### src/spdc_pkg.sv
`timescale 1ns / 1ps
// spdc_pkg: shared types, constants and the crc-8 byte update for the deframer
// used by every module of serial_packet_deframer_crc8_unit; no dependencies

package spdc_pkg;

   localparam int PAYLOAD_MAX = 16;
   localparam int LEN_W       = $clog2(PAYLOAD_MAX + 1);
   localparam int IDX_W       = $clog2(PAYLOAD_MAX);
   localparam int QUEUE_DEPTH = 2;
   localparam int SLOT_W      = $clog2(QUEUE_DEPTH);
   localparam int BUF_AW      = SLOT_W + IDX_W;
   localparam int BUF_DEPTH   = QUEUE_DEPTH * PAYLOAD_MAX;

   localparam logic [7:0] CRC_POLY = 8'h8C;

   localparam logic [1:0] CSR_FIRST_HDR  = 2'd0;
   localparam logic [1:0] CSR_SECOND_HDR = 2'd1;

   typedef enum logic [2:0] {
      PH_HDR1 = 3'd0,
      PH_HDR2 = 3'd1,
      PH_TYPE = 3'd2,
      PH_SEQ  = 3'd3,
      PH_LEN  = 3'd4,
      PH_DATA = 3'd5,
      PH_CRC  = 3'd6
   } phase_type;

   typedef enum logic [1:0] {
      B_IDLE = 2'd0,
      B_LOAD = 2'd1,
      B_SEND = 2'd2
   } back_state_type;

   // one checked frame waiting to be played out
   typedef struct packed {
      logic [7:0]       frame_type;
      logic [7:0]       seq_number;
      logic [LEN_W-1:0] payload_len;
   } desc_type;

   // payload buffer write from the parser
   typedef struct packed {
      logic              en;
      logic [SLOT_W-1:0] slot;
      logic [IDX_W-1:0]  idx;
      logic [7:0]        data;
   } buf_wr_type;

   // reflected crc-8, lsb first
   function automatic logic [7:0] crc8_feed(input logic [7:0] crc, input logic [7:0] b);
      logic [7:0] c;
      c = crc ^ b;
      for (int k = 0; k < 8; k++) begin
         c = c[0] ? ((c >> 1) ^ CRC_POLY) : (c >> 1);
      end
      return c;
   endfunction

endpackage

### src/spdc_front.sv
`timescale 1ns / 1ps
// spdc_front: byte parser - header hunt, field capture, crc check, payload write
// depends on spdc_pkg

module spdc_front
   import spdc_pkg::*;
(
   input  logic              clock,
   input  logic              reset,
   input  logic              req_tvalid,
   output logic              req_tready,
   input  logic [7:0]        rx_byte,
   input  logic [7:0]        first_hdr,
   input  logic [7:0]        second_hdr,
   input  logic              queue_full,
   input  logic [SLOT_W-1:0] wr_slot,
   output buf_wr_type        buf_wr,
   output logic              push,
   output desc_type          push_desc
);

   phase_type        phase_ff, phase_in;
   logic [7:0]       type_ff, type_in;
   logic [7:0]       seq_ff, seq_in;
   logic [LEN_W-1:0] len_ff, len_in;
   logic [LEN_W-1:0] count_ff, count_in;
   logic [7:0]       crc_ff, crc_in;
   logic             take;
   logic [LEN_W-1:0] count_inc;

   // a free payload bank is needed for the frame being parsed
   assign req_tready = !queue_full;
   assign take       = req_tvalid && req_tready;
   assign count_inc  = count_ff + LEN_W'(1);

   assign push_desc = '{frame_type: type_ff, seq_number: seq_ff, payload_len: len_ff};

   always_comb begin
      phase_in    = phase_ff;
      type_in     = type_ff;
      seq_in      = seq_ff;
      len_in      = len_ff;
      count_in    = count_ff;
      crc_in      = crc_ff;
      push        = 1'b0;
      buf_wr.en   = 1'b0;
      buf_wr.slot = wr_slot;
      buf_wr.idx  = count_ff[IDX_W-1:0];
      buf_wr.data = rx_byte;
      if (take) begin
         unique case (phase_ff)
            PH_HDR2: begin
               phase_in = (rx_byte == second_hdr) ? PH_TYPE : PH_HDR1;
            end
            PH_TYPE: begin
               type_in  = rx_byte;
               crc_in   = crc8_feed(8'h00, rx_byte);
               phase_in = PH_SEQ;
            end
            PH_SEQ: begin
               seq_in   = rx_byte;
               crc_in   = crc8_feed(crc_ff, rx_byte);
               phase_in = PH_LEN;
            end
            PH_LEN: begin
               if ({1'b0, rx_byte} <= 9'(PAYLOAD_MAX)) begin
                  len_in   = rx_byte[LEN_W-1:0];
                  count_in = '0;
                  crc_in   = crc8_feed(crc_ff, rx_byte);
                  phase_in = (rx_byte != 8'h00) ? PH_DATA : PH_CRC;
               end else begin
                  phase_in = PH_HDR1;
               end
            end
            PH_DATA: begin
               if (count_ff < len_ff) begin
                  buf_wr.en = 1'b1;
                  crc_in    = crc8_feed(crc_ff, rx_byte);
                  if (count_inc >= len_ff) begin
                     count_in = '0;
                     phase_in = PH_CRC;
                  end else begin
                     count_in = count_inc;
                  end
               end else begin
                  count_in = '0;
                  phase_in = PH_CRC;
               end
            end
            PH_CRC: begin
               phase_in = PH_HDR1;
               push     = (rx_byte == crc_ff);
            end
            default: begin
               phase_in = (rx_byte == first_hdr) ? PH_HDR2 : PH_HDR1;
            end
         endcase
      end
   end

   always_ff @(posedge clock) begin
      if (reset) begin
         phase_ff <= PH_HDR1;
         type_ff  <= '0;
         seq_ff   <= '0;
         len_ff   <= '0;
         count_ff <= '0;
         crc_ff   <= '0;
      end else begin
         phase_ff <= phase_in;
         type_ff  <= type_in;
         seq_ff   <= seq_in;
         len_ff   <= len_in;
         count_ff <= count_in;
         crc_ff   <= crc_in;
      end
   end

`ifndef SYNTHESIS
   // a frame is only queued from the crc phase
   assert property (@(posedge clock) disable iff (reset) push |-> phase_ff == PH_CRC)
      else $error("push outside crc phase");
   // payload writes never pass the frame length
   assert property (@(posedge clock) disable iff (reset)
      buf_wr.en |-> ({1'b0, buf_wr.idx} < len_ff))
      else $error("payload write beyond length");
`endif

endmodule

### src/spdc_desc_queue.sv
`timescale 1ns / 1ps
// spdc_desc_queue: small fifo of checked frame descriptors between parser and player
// the slot index of each entry also selects its payload bank; depends on spdc_pkg

module spdc_desc_queue
   import spdc_pkg::*;
(
   input  logic              clock,
   input  logic              reset,
   input  logic              push,
   input  desc_type          push_desc,
   input  logic              pop,
   output logic              full,
   output logic              empty,
   output logic [SLOT_W-1:0] wr_slot,
   output logic [SLOT_W-1:0] rd_slot,
   output desc_type          head_desc
);

   desc_type          entry_ff [QUEUE_DEPTH];
   logic [SLOT_W-1:0] wr_ptr_ff, rd_ptr_ff;
   logic [SLOT_W:0]   count_ff, count_in;

   assign full      = (count_ff == (SLOT_W + 1)'(QUEUE_DEPTH));
   assign empty     = (count_ff == '0);
   assign wr_slot   = wr_ptr_ff;
   assign rd_slot   = rd_ptr_ff;
   assign head_desc = entry_ff[rd_ptr_ff];

   always_comb begin
      count_in = count_ff;
      case ({push, pop})
         2'b10:   count_in = count_ff + (SLOT_W + 1)'(1);
         2'b01:   count_in = count_ff - (SLOT_W + 1)'(1);
         default: count_in = count_ff;
      endcase
   end

   always_ff @(posedge clock) begin
      if (push) begin
         entry_ff[wr_ptr_ff] <= push_desc;
      end
   end

   // depth is a power of two, so pointers wrap by themselves
   always_ff @(posedge clock) begin
      if (reset) begin
         wr_ptr_ff <= '0;
         rd_ptr_ff <= '0;
         count_ff  <= '0;
      end else begin
         if (push) wr_ptr_ff <= wr_ptr_ff + SLOT_W'(1);
         if (pop)  rd_ptr_ff <= rd_ptr_ff + SLOT_W'(1);
         count_ff <= count_in;
      end
   end

`ifndef SYNTHESIS
   assert property (@(posedge clock) disable iff (reset) push |-> !full)
      else $error("push into full queue");
   assert property (@(posedge clock) disable iff (reset) pop |-> !empty)
      else $error("pop from empty queue");
`endif

endmodule

### src/spdc_back.sv
`timescale 1ns / 1ps
// spdc_back: payload buffer and result player, one result beat per payload byte
// depends on spdc_pkg; fed by spdc_front (buffer writes) and spdc_desc_queue

module spdc_back
   import spdc_pkg::*;
(
   input  logic              clock,
   input  logic              reset,
   input  buf_wr_type        buf_wr,
   input  logic              queue_empty,
   input  logic [SLOT_W-1:0] rd_slot,
   input  desc_type          head_desc,
   output logic              pop,
   output logic              rsp_tvalid,
   input  logic              rsp_tready,
   output logic [7:0]        frame_type,
   output logic [7:0]        seq_number,
   output logic [LEN_W-1:0]  payload_len,
   output logic [7:0]        payload_byte,
   output logic [IDX_W-1:0]  byte_index,
   output logic              last_of_frame
);

   logic [7:0]       buf_mem [BUF_DEPTH];
   logic [7:0]       rd_data_ff;
   logic             rd_en;
   logic [IDX_W-1:0] rd_idx;

   back_state_type   state_ff, state_in;
   logic [IDX_W-1:0] idx_ff, idx_in;
   logic             load;
   logic             is_last;

   logic [7:0]       out_type_ff, out_seq_ff, out_byte_ff;
   logic [LEN_W-1:0] out_len_ff;
   logic [IDX_W-1:0] out_idx_ff;
   logic             out_last_ff;

   always_ff @(posedge clock) begin
      if (buf_wr.en) begin
         buf_mem[{buf_wr.slot, buf_wr.idx}] <= buf_wr.data;
      end
      if (rd_en) begin
         rd_data_ff <= buf_mem[{rd_slot, rd_idx}];
      end
   end

   // zero length frames end on their only beat
   assign is_last = (head_desc.payload_len == '0) ||
                    (({1'b0, idx_ff} + LEN_W'(1)) == head_desc.payload_len);

   always_comb begin
      state_in = state_ff;
      idx_in   = idx_ff;
      rd_en    = 1'b0;
      rd_idx   = idx_ff;
      load     = 1'b0;
      pop      = 1'b0;
      unique case (state_ff)
         B_IDLE: begin
            if (!queue_empty) begin
               rd_en    = 1'b1;
               rd_idx   = '0;
               idx_in   = '0;
               state_in = B_LOAD;
            end
         end
         B_LOAD: begin
            load     = 1'b1;
            state_in = B_SEND;
         end
         B_SEND: begin
            if (rsp_tready) begin
               if (out_last_ff) begin
                  pop      = 1'b1;
                  idx_in   = '0;
                  state_in = B_IDLE;
               end else begin
                  idx_in   = idx_ff + IDX_W'(1);
                  rd_en    = 1'b1;
                  rd_idx   = idx_ff + IDX_W'(1);
                  state_in = B_LOAD;
               end
            end
         end
         default: begin
            state_in = B_IDLE;
         end
      endcase
   end

   always_ff @(posedge clock) begin
      if (reset) begin
         state_ff <= B_IDLE;
         idx_ff   <= '0;
      end else begin
         state_ff <= state_in;
         idx_ff   <= idx_in;
      end
   end

   always_ff @(posedge clock) begin
      if (load) begin
         out_type_ff <= head_desc.frame_type;
         out_seq_ff  <= head_desc.seq_number;
         out_len_ff  <= head_desc.payload_len;
         out_byte_ff <= (head_desc.payload_len == '0) ? 8'h00 : rd_data_ff;
         out_idx_ff  <= idx_ff;
         out_last_ff <= is_last;
      end
   end

   assign rsp_tvalid    = (state_ff == B_SEND);
   assign frame_type    = out_type_ff;
   assign seq_number    = out_seq_ff;
   assign payload_len   = out_len_ff;
   assign payload_byte  = out_byte_ff;
   assign byte_index    = out_idx_ff;
   assign last_of_frame = out_last_ff;

`ifndef SYNTHESIS
   // the head frame is held until its last beat has gone out
   assert property (@(posedge clock) disable iff (reset)
      (state_ff == B_LOAD || state_ff == B_SEND) |-> !queue_empty)
      else $error("player running with empty queue");
   assert property (@(posedge clock) disable iff (reset)
      pop |-> (rsp_tvalid && rsp_tready && last_of_frame))
      else $error("frame released before its last beat");
`endif

endmodule

### src/serial_packet_deframer_crc8_unit.sv
`timescale 1ns / 1ps
// serial_packet_deframer_crc8_unit: top level of the serial packet deframer
// depends on spdc_pkg, spdc_front, spdc_desc_queue, spdc_back

// Receives serial bytes on the req stream, one byte per beat, and hunts for a
// frame: first header byte, second header byte, type, sequence, length (0..16),
// that many payload bytes, then a reflected crc-8 byte (poly 0x8c, init 0)
// over type, sequence, length and payload. A good frame comes out on the rsp
// stream as one beat per payload byte with tlast on the final one, or a
// single beat with zero payload when the length is zero; bad frames and
// oversize lengths are dropped without a trace. The parser takes one byte
// per clock; it holds req_tready low only while both payload banks hold
// checked frames not yet played out. Each player beat passes through a load
// state for the registered read of the payload buffer before it is offered.
// Header bytes are set through the csr write channel (index 0 first header,
// index 1 second header, other indexes ignored), always ready; write them
// while the block is idle.

module serial_packet_deframer_crc8_unit
   import spdc_pkg::*;
(
   input  logic        clock,
   input  logic        reset,
   // input bytes
   input  logic        req_tvalid,
   output logic        req_tready,
   input  logic [7:0]  req_tdata,   // [7:0] rx_byte
   // results
   output logic        rsp_tvalid,
   input  logic        rsp_tready,
   output logic [39:0] rsp_tdata,   // [7:0] frame_type, [15:8] seq_number,
                                    // [20:16] payload_len, [28:21] payload_byte,
                                    // [32:29] byte_index, [39:33] zero
   output logic        rsp_tlast,   // last_of_frame
   // header configuration
   input  logic        csr_valid,
   output logic        csr_ready,
   input  logic [1:0]  csr_index,
   input  logic [7:0]  csr_data
);

   // header registers
   logic [7:0] first_hdr_ff, first_hdr_in;
   logic [7:0] second_hdr_ff, second_hdr_in;

   // front to queue and buffer
   buf_wr_type        buf_wr;
   logic              push;
   desc_type          push_desc;
   logic              queue_full;
   logic              queue_empty;
   logic [SLOT_W-1:0] wr_slot;
   logic [SLOT_W-1:0] rd_slot;
   desc_type          head_desc;
   logic              pop;

   // result fields before packing
   logic [7:0]       frame_type;
   logic [7:0]       seq_number;
   logic [LEN_W-1:0] payload_len;
   logic [7:0]       payload_byte;
   logic [IDX_W-1:0] byte_index;

   assign csr_ready = 1'b1;

   always_comb begin
      first_hdr_in  = first_hdr_ff;
      second_hdr_in = second_hdr_ff;
      if (csr_valid) begin
         unique case (csr_index)
            CSR_FIRST_HDR:  first_hdr_in  = csr_data;
            CSR_SECOND_HDR: second_hdr_in = csr_data;
            default:        ;
         endcase
      end
   end

   always_ff @(posedge clock) begin
      if (reset) begin
         first_hdr_ff  <= '0;
         second_hdr_ff <= '0;
      end else begin
         first_hdr_ff  <= first_hdr_in;
         second_hdr_ff <= second_hdr_in;
      end
   end

   // parser: classifies each byte and fills the payload bank of the next slot
   spdc_front u_front (
      .clock      (clock),
      .reset      (reset),
      .req_tvalid (req_tvalid),
      .req_tready (req_tready),
      .rx_byte    (req_tdata),
      .first_hdr  (first_hdr_ff),
      .second_hdr (second_hdr_ff),
      .queue_full (queue_full),
      .wr_slot    (wr_slot),
      .buf_wr     (buf_wr),
      .push       (push),
      .push_desc  (push_desc)
   );

   // checked frames waiting for the player
   spdc_desc_queue u_queue (
      .clock     (clock),
      .reset     (reset),
      .push      (push),
      .push_desc (push_desc),
      .pop       (pop),
      .full      (queue_full),
      .empty     (queue_empty),
      .wr_slot   (wr_slot),
      .rd_slot   (rd_slot),
      .head_desc (head_desc)
   );

   // player: walks the head frame's payload bank, one beat per byte
   spdc_back u_back (
      .clock         (clock),
      .reset         (reset),
      .buf_wr        (buf_wr),
      .queue_empty   (queue_empty),
      .rd_slot       (rd_slot),
      .head_desc     (head_desc),
      .pop           (pop),
      .rsp_tvalid    (rsp_tvalid),
      .rsp_tready    (rsp_tready),
      .frame_type    (frame_type),
      .seq_number    (seq_number),
      .payload_len   (payload_len),
      .payload_byte  (payload_byte),
      .byte_index    (byte_index),
      .last_of_frame (rsp_tlast)
   );

   assign rsp_tdata = {7'd0, byte_index, payload_byte, payload_len, seq_number, frame_type};

endmodule

### config.mk
export PLATFORM = sky130hd
export DESIGN_NAME = serial_packet_deframer_crc8_unit
export DESIGN_NICKNAME = d
export VERILOG_FILES = /design/src/spdc_pkg.sv /design/src/spdc_front.sv /design/src/spdc_desc_queue.sv /design/src/spdc_back.sv /design/src/serial_packet_deframer_crc8_unit.sv
export SDC_FILE = /design/constraint.sdc
export NUM_CORES = 1
export LEC_CHECK = 0
export BUFFER_PORTS_ARGS = -buffer_cell sky130_fd_sc_hd__buf_2
export CAP_MARGIN = 25
export CORE_MARGIN = 8
export CORE_UTILIZATION = 45
export DETAILED_ROUTE_END_ITERATION = 16
export GPL_TIMING_DRIVEN = 0
export PLACE_DENSITY = 0.73
export SLEW_MARGIN = 15
export SYNTH_ARGS = -nofsm -noshare
export SYNTH_HDL_FRONTEND = slang
export SYNTH_SLANG_ARGS = --single-unit
### constraint.sdc
create_clock -name clock -period 3.6 [get_ports clock]
set_input_delay 1.08 -clock clock [delete_from_list [all_inputs] [get_ports clock]]
set_output_delay 1.08 -clock clock [all_outputs]
set_load 0.1 [all_outputs]
* Word level (Yosys, flattened, before mapping)
Memories as Yosys holds them, arrays and structs flattened. A register that Yosys moved wholly into a read port is not among the register bits. Index checks and enable logic that the tools add are counted.
Cells by class: reduce and logical (&&, ||, !) cells 22, bitwise logic cells 17, eq/ne operators 21, $add $sub $neg 7, mux-type cells 61, order comparisons 3
Operators with widths (number):
- 2-to-1 mux 8 bit | 18
- NOT 2 -> 3 bit | 16
- one-hot mux 8 bit (4 select lines) | 1
- equality test 8 bit | 3
- 2-to-1 mux 1 bit | 20
- 2-to-1 mux 4 bit | 5
- one-hot mux 3 bit (6 select lines) | 1
- one-hot mux 4 bit (2 select lines) | 2
- 2-to-1 mux 5 bit | 3
- AND reduction 2 bit | 7
- one-hot mux 5 bit (2 select lines) | 1
- equality test 3 bit, second input constant | 3
- 2-to-1 mux 3 bit | 3
- less-or-equal comparator 8 x 5 -> 1 bit, second input constant | 1
- 2-to-1 mux 2 bit | 4
- nonzero test 8 bit | 1
- bitwise XOR 8 bit | 1
- equality test 2 x 1 -> 1 bit, second input constant | 3
- equality test 2 bit, second input constant | 3
- equality test 3 x 2 -> 1 bit, second input constant | 2
- logical NOT 2 bit | 3
- inequality test 2 x 1 -> 1 bit, second input constant | 3
- one-hot mux 2 bit (3 select lines) | 1
- AND reduction 3 bit | 2
- other kinds (21) | 24
Storage, ports and cells: input port bits 23, output and inout bits 44, logic and storage cells 152, memories kept 2, flip-flop bits (word level) 97, memory bits (writable) 298
Memory list:
- u_back.buf_mem | words 32, width 8, rd ports 1, clocked after Yosys merged registers in 1, write ports 1, RTL line spdc_back.sv:25 | logic [7:0] buf_mem [BUF_DEPTH];
- u_queue.entry_ff | words 2, width 21, rd ports 1, clocked after Yosys merged registers in 1, write ports 1, RTL line spdc_desc_queue.sv:20 | desc_type entry_ff [QUEUE_DEPTH];

* Longest topological paths before layout
depth in word-level cells 19, gate-level depth with buffers 13, mapped depth without buffers 10

* By module
From an unflattened synthesis, not the netlist that was laid out.
Second synthesis, totals: cell total of the unflattened synthesis 1395, area, all modules 17802.1 µm²
Modules (own cells, without submodules):
- spdc_back | cells each 935, area an instance 12708.4 µm², instances 1, sequential area each 9068.7 µm²
- spdc_front | cells each 299, area an instance 2628.8 µm², instances 1, sequential area each 740.7 µm²
- spdc_desc_queue | cells each 87, area an instance 1712.9 µm², instances 1, sequential area each 1361.3 µm²
- serial_packet_deframer_crc8_unit | cells each 74, area an instance 752.0 µm², instances 1, sequential area each 320.3 µm²

* Worst setup path before layout
Ideal clock, no wire load.
kind input -> register, start input port req_tdata[4], end memory u_queue.entry_ff[0][0] (netlist bit) (enable), library setup time 0.399 ns, buffers on the path 1, required time 3.201 ns, setup slack -0.091 ns, cell stages on the path 6, arrival time 3.292 ns, cells stage by stage buf_1 -> xor2_1 -> or3_1 -> nor4_1 -> inv_1 -> nor2_1
On the way: longest elaborated chain between the ends 5
RTL lines:
- from (decl) | RTL line serial_packet_deframer_crc8_unit.sv:27 | input logic [7:0] req_tdata,
- equality test 8 bit | RTL line spdc_front.sv:92 | push = (rx_byte == crc_ff);
- 2-to-1 mux 1 bit | RTL line spdc_front.sv:51 | unique case (phase_ff)
- 2-to-1 mux 1 bit | RTL line spdc_front.sv:50 | if (take) begin
- 2-to-1 mux 1 bit | RTL line spdc_desc_queue.sv:40 | if (push) begin
- 2-to-1 mux 1 bit (implied by the code) | RTL line spdc_desc_queue.sv:41 | entry_ff[wr_ptr_ff] <= push_desc;
- to (decl) | RTL line spdc_desc_queue.sv:20
Every way passes these cells.

* Final worst setup path
start register u_back.idx_ff[1], end register u_back.rd_data_ff[3] (read register of u_back.buf_mem) (data pin)
On the way: longest elaborated chain between the ends 4, elaborated cells on any way between the ends 5, classes of those cells add/sub: 1; mux: 4
RTL lines:
- from (decl) | RTL line spdc_back.sv:31 | logic [IDX_W-1:0] idx_ff, idx_in;
- from (signal assigned) | RTL line spdc_back.sv:99 | idx_ff <= idx_in;
- adder 4 x 1 -> 4 bit | RTL line spdc_back.sv:82 | rd_idx = idx_ff + IDX_W'(1);
- 2-to-1 mux 4 bit | RTL line spdc_back.sv:75 | if (out_last_ff) begin
- 2-to-1 mux 4 bit | RTL line spdc_back.sv:74 | if (rsp_tready) begin
- one-hot mux 4 bit (2 select lines) (*) | RTL line spdc_back.sv:60 | unique case (state_ff)
- to (decl) | RTL line spdc_back.sv:26 | logic [7:0] rd_data_ff;
Mark *: on every way between the ends. The rest lies on a longest branch, timed or not. A chain may end at the register's enable or synchronous reset.

==> flow_metrics.tcl <==
set metrics [dict create \
    run_status "completed" \
    drive_gt1_share_pct 14.1 \
    grt_first_pass_wirelength_mm 65.3 \
    port-buffer-count 56 \
    cpPeakStageDelay_ns 0.65 \
    final_common_cell "edfxtp_1" \
    syn2layout_area_growth_pct 13.3 \
    fp.coreArea_um2 38500 \
    yosys.area.top_type_share_pct 58.4 \
    yosysWarnings 0 \
    crit-reg2reg-launch "u_back.idx_ff[1]" \
    arrival_ns 3.83 \
    synthCells 1293 \
    initial_utilization_pct 45.4 \
    crit_path_cell_trace "clkbuf_1 -> nand3_1 -> xor2_1 -> o2bb2ai_1 -> a21oi_1 -> o311ai_0 -> a31oi_1 -> a211oi_2" \
    crit_path_top_delay_cell "a21oi_1" \
    clock_tree_from_tritoncts "done" \
    layout_common_cells "edfxtp_1 (340), nor2_1 (104), nand2_1 (93)" \
    switching_power_as_a_share_of_total_power_pct 20.5 \
    clkSlewWorstSetupHoldPaths_ns 0.06 \
    end_of_the_worst_register_to_register_path "u_back.rd_data_ff[3]" \
    clockBufferDepth 3 \
    worstHoldEndpoint "u_queue.entry_ff[1][11]" \
    vias_per_cell 5.90 \
    grt_antenna_before_repair 1 \
    detailedPlace.worstSlack_ns -1.35 \
    path_class "reg2reg" \
    wl_mm 43.4 \
    hpwl_after_dpl_mm 29.0 \
    finalMaxSlewViolations 0 \
    cellPowerDensity_nw_per_um2 467 \
    setup_ws_ns 0.00674 \
    wire_per_inst_um 22.3 \
    clock_latency_on_the_worst_skew_pair_ns 0.54 \
    antenna_left 0 \
    cts_buffers 41 \
    worst_hold_path_type "reg2reg" \
    synth_area_um2 17500 \
    number_of_global_route_vias_before_repair 11300 \
    vias 11500 \
    cts.root.buffer_cell "clkbuf_16" \
    place.detailed.instances 1875 \
    cp-end-kind "flip-flop" \
    fin_crit_ns 3.59 \
    io-pin-count 67 \
    hold_path_startpoint "u_front.seq_ff[6]" \
    drt-pass1-iter-count 7 \
    r2r_cells 8 \
    max_clock_freq_mhz 278 \
    yosys_register_bits 404 \
    non_filler_cells_in_the_finished_layout 1948 \
    largest_net_degree_at_the_start_of_global_routing 45 \
    synth-seq-area-share_pct 65.7 \
    worstPathMaxFanout 10 \
    total_count_of_hold_check_failures_in_the_final_report 0 \
    grt_overflow_total 0 \
    worst_hold_path.num_cells 0 \
    postSynth.asyncResetShare_pct 0 \
    fin_area_um2 19800 \
    reported_net_switching_power_w 0.00189 \
    cp_data_required_time_ns 3.84 \
    setup_violators_final 0 \
    die_x_um 213 \
    drc_errors 0 \
    max_slew_margin_pct 34.5 \
    synth_top_cell_by_area "edfxtp_1" \
    groute.usage.overall_pct 18.8 \
    finalNetCount 1439 \
    holdWs_ns 0.457 \
    synth_flop_cell "edfxtp_1" \
    drt-initial-drc-count 1090 \
    synth.area.top_cells "edfxtp_1 (58%), dfxtp_1 (7.3%), mux2i_1 (4.8%), nor2_1 (2.3%), nand2_1 (2.0%)" \
    pwr-share-clk_pct 42.5 \
    worst_ir_drop_vdd_v 0.000273 \
    worstSetupStartpointType "flip-flop" \
    max-cap-violations 0 \
    postCtsHoldBufs 0 \
    rrSetupSlack_ns 0.007 \
    leakage_nw 6.63 \
    synth_cell_types 72 \
    cts_htree_levels 2 \
    number_of_flops_mapped_to_enable_cells_by_yosys 340 \
    place_congestion 0.909 \
    post_synth.cell_area_avg_um2 13.5 \
    clock_sinks 404 \
    combinationalPowerShare_pct 2.8 \
    worst_pin_slew_ns 0.982 \
    final.setup_skew_ns 0.0186 \
    detailed_place.area_um2 18500 \
    period_share_pct 99.8 \
    floorplan.die_area_um2 45400 \
    sequential_cell_fraction_of_total_power_pct 54.7 \
    placement_rows 72 \
    die_height_um 213 \
    p_int_w 0.00735 \
]
## what timing repair did
action / CTS / global route
pin swaps: 0 / 2
endpoints found under the hold margin: 0 / 0
setup buffers: 0 / 1
resized for setup: 8 / 22
endpoints found under the setup margin: 52 / 24
## cell usage after synthesis, types with 10 or more instances
library cell  count
ha_1             17
buf_2            20
a31oi_1          19
nor3_1           14
edfxtp_1        340
mux2i_1          84
clkbuf_1         49
o31ai_1          10
dfxtp_1          64
and3_1           39
o22ai_1          23
xor2_1           25
o211ai_1         19
a21oi_1          12
nand3_1          32
a211oi_1         39
nand4_1          12
xnor2_1          38
nor2_1          105
nand2_1          93
buf_4            10
o22a_1           14
mux2_2           25
inv_1            15
nor2b_1          21
## per-stage QoR
| step | utilization [%] | power (W) | TNS, ns |
|---|---|---|---|
| after floorplan | - | 0.00531 | 0 |
| after global placement | 47.9 | 0.00541 | -82.34 |
| after detailed placement | 48.1 | 0.00541 | -59.73 |
| after CTS | 51.3 | 0.00927 | 0 |
| after global routing | 51.5 | 0.00947 | -0.00915 |
| final | 51.5 | 0.00925 | 0 |
## per-layer routing
metal | up-vias | GRT usage (%) | wire length (µm)
met5 | - | 0 | 0
met1 | 5654 | 24.2 | 17500
met3 | 119 | 3.42 | 3580
li1 | 5152 | - | -
met2 | 566 | 31.3 | 20800
met4 | 0 | 7.00 | 1430
## cell families (layout without fill, tap and decap cells)
kind of cell	after synthesis	in the layout	share of synthesized area, %
xor+xnor	67	67	3.69
simple gates	352	352	9.76
other cells	2	9	0.0430
fa+ha+maj	17	17	1.22
compound gates	230	230	9.94
buf+inv	105	235	2.74
flops	404	404	65.7
mux	116	116	6.87
## area by class of cell
class                   instances  area (µm²)
fillers                      3152       18700
clock buffers                  59        1150
well taps                     518         648
plain buffers                  86         422
inverters                      17        63.8
repair buffers                 59         350
multi-input cells             790        5610
diodes                          1        2.50
flip-flops and latches        404       11500
clock inverters                14        68.8
## flip-flops by register name, summed over array words and instances (netlist names), named ones only
signal / count
u_back.rd_data_ff: 8
u_front.count_ff: 5
second_hdr_ff: 8
u_back.idx_ff: 4
u_queue.wr_slot: 1
u_back.byte_index: 4
u_back.seq_number: 8
u_front.crc_ff: 8
u_queue.count_ff: 2
u_back.frame_type: 8
u_front.phase_ff: 3
u_back.state_ff: 2
u_front.seq_ff: 8
u_front.type_ff: 8
u_back.buf_mem: 256
first_hdr_ff: 8
u_queue.rd_slot: 1
u_back.payload_byte: 8
u_back.payload_len: 5
u_queue.entry_ff: 42
u_front.len_ff: 5
u_back.last_of_frame: 1
## critical path: cells and delay by family, from the launching register on
kind                   cells  cell delay (ns)
XOR/XNOR                   1             0.41
AND/OR/NAND/NOR            1             0.16
AO/OA/AOI/OAI              5             1.90
buffers and inverters      1             0.45
flip-flops                 1             0.38
## worst max-delay path by stage
stage,from,endpoint
after CTS,u_back.last_of_frame,u_back.rd_data_ff[0]
after global routing,u_back.last_of_frame,u_back.rd_data_ff[4]
after detailed placement,req_tdata[4],u_queue.entry_ff[1][12]
after floorplan,req_tdata[4],u_queue.entry_ff[0][0]
final,u_back.idx_ff[1],u_back.rd_data_ff[3]
after global placement,req_tdata[4],u_queue.entry_ff[0][12]
## power by group through the flow
stage / clock network (W) / registers [W] / logic (W)
6_report: 0.00393 / 0.00506 / 0.000256
3_5_place_dp: 0 / 0.00516 / 0.000255
3_3_place_gp: 0 / 0.00516 / 0.000252
5_1_grt: 0.00414 / 0.00505 / 0.000272
2_1_floorplan: 0 / 0.00516 / 0.000156
4_1_cts: 0.00396 / 0.00506 / 0.000257
Power figures use the tool's default switching activity.
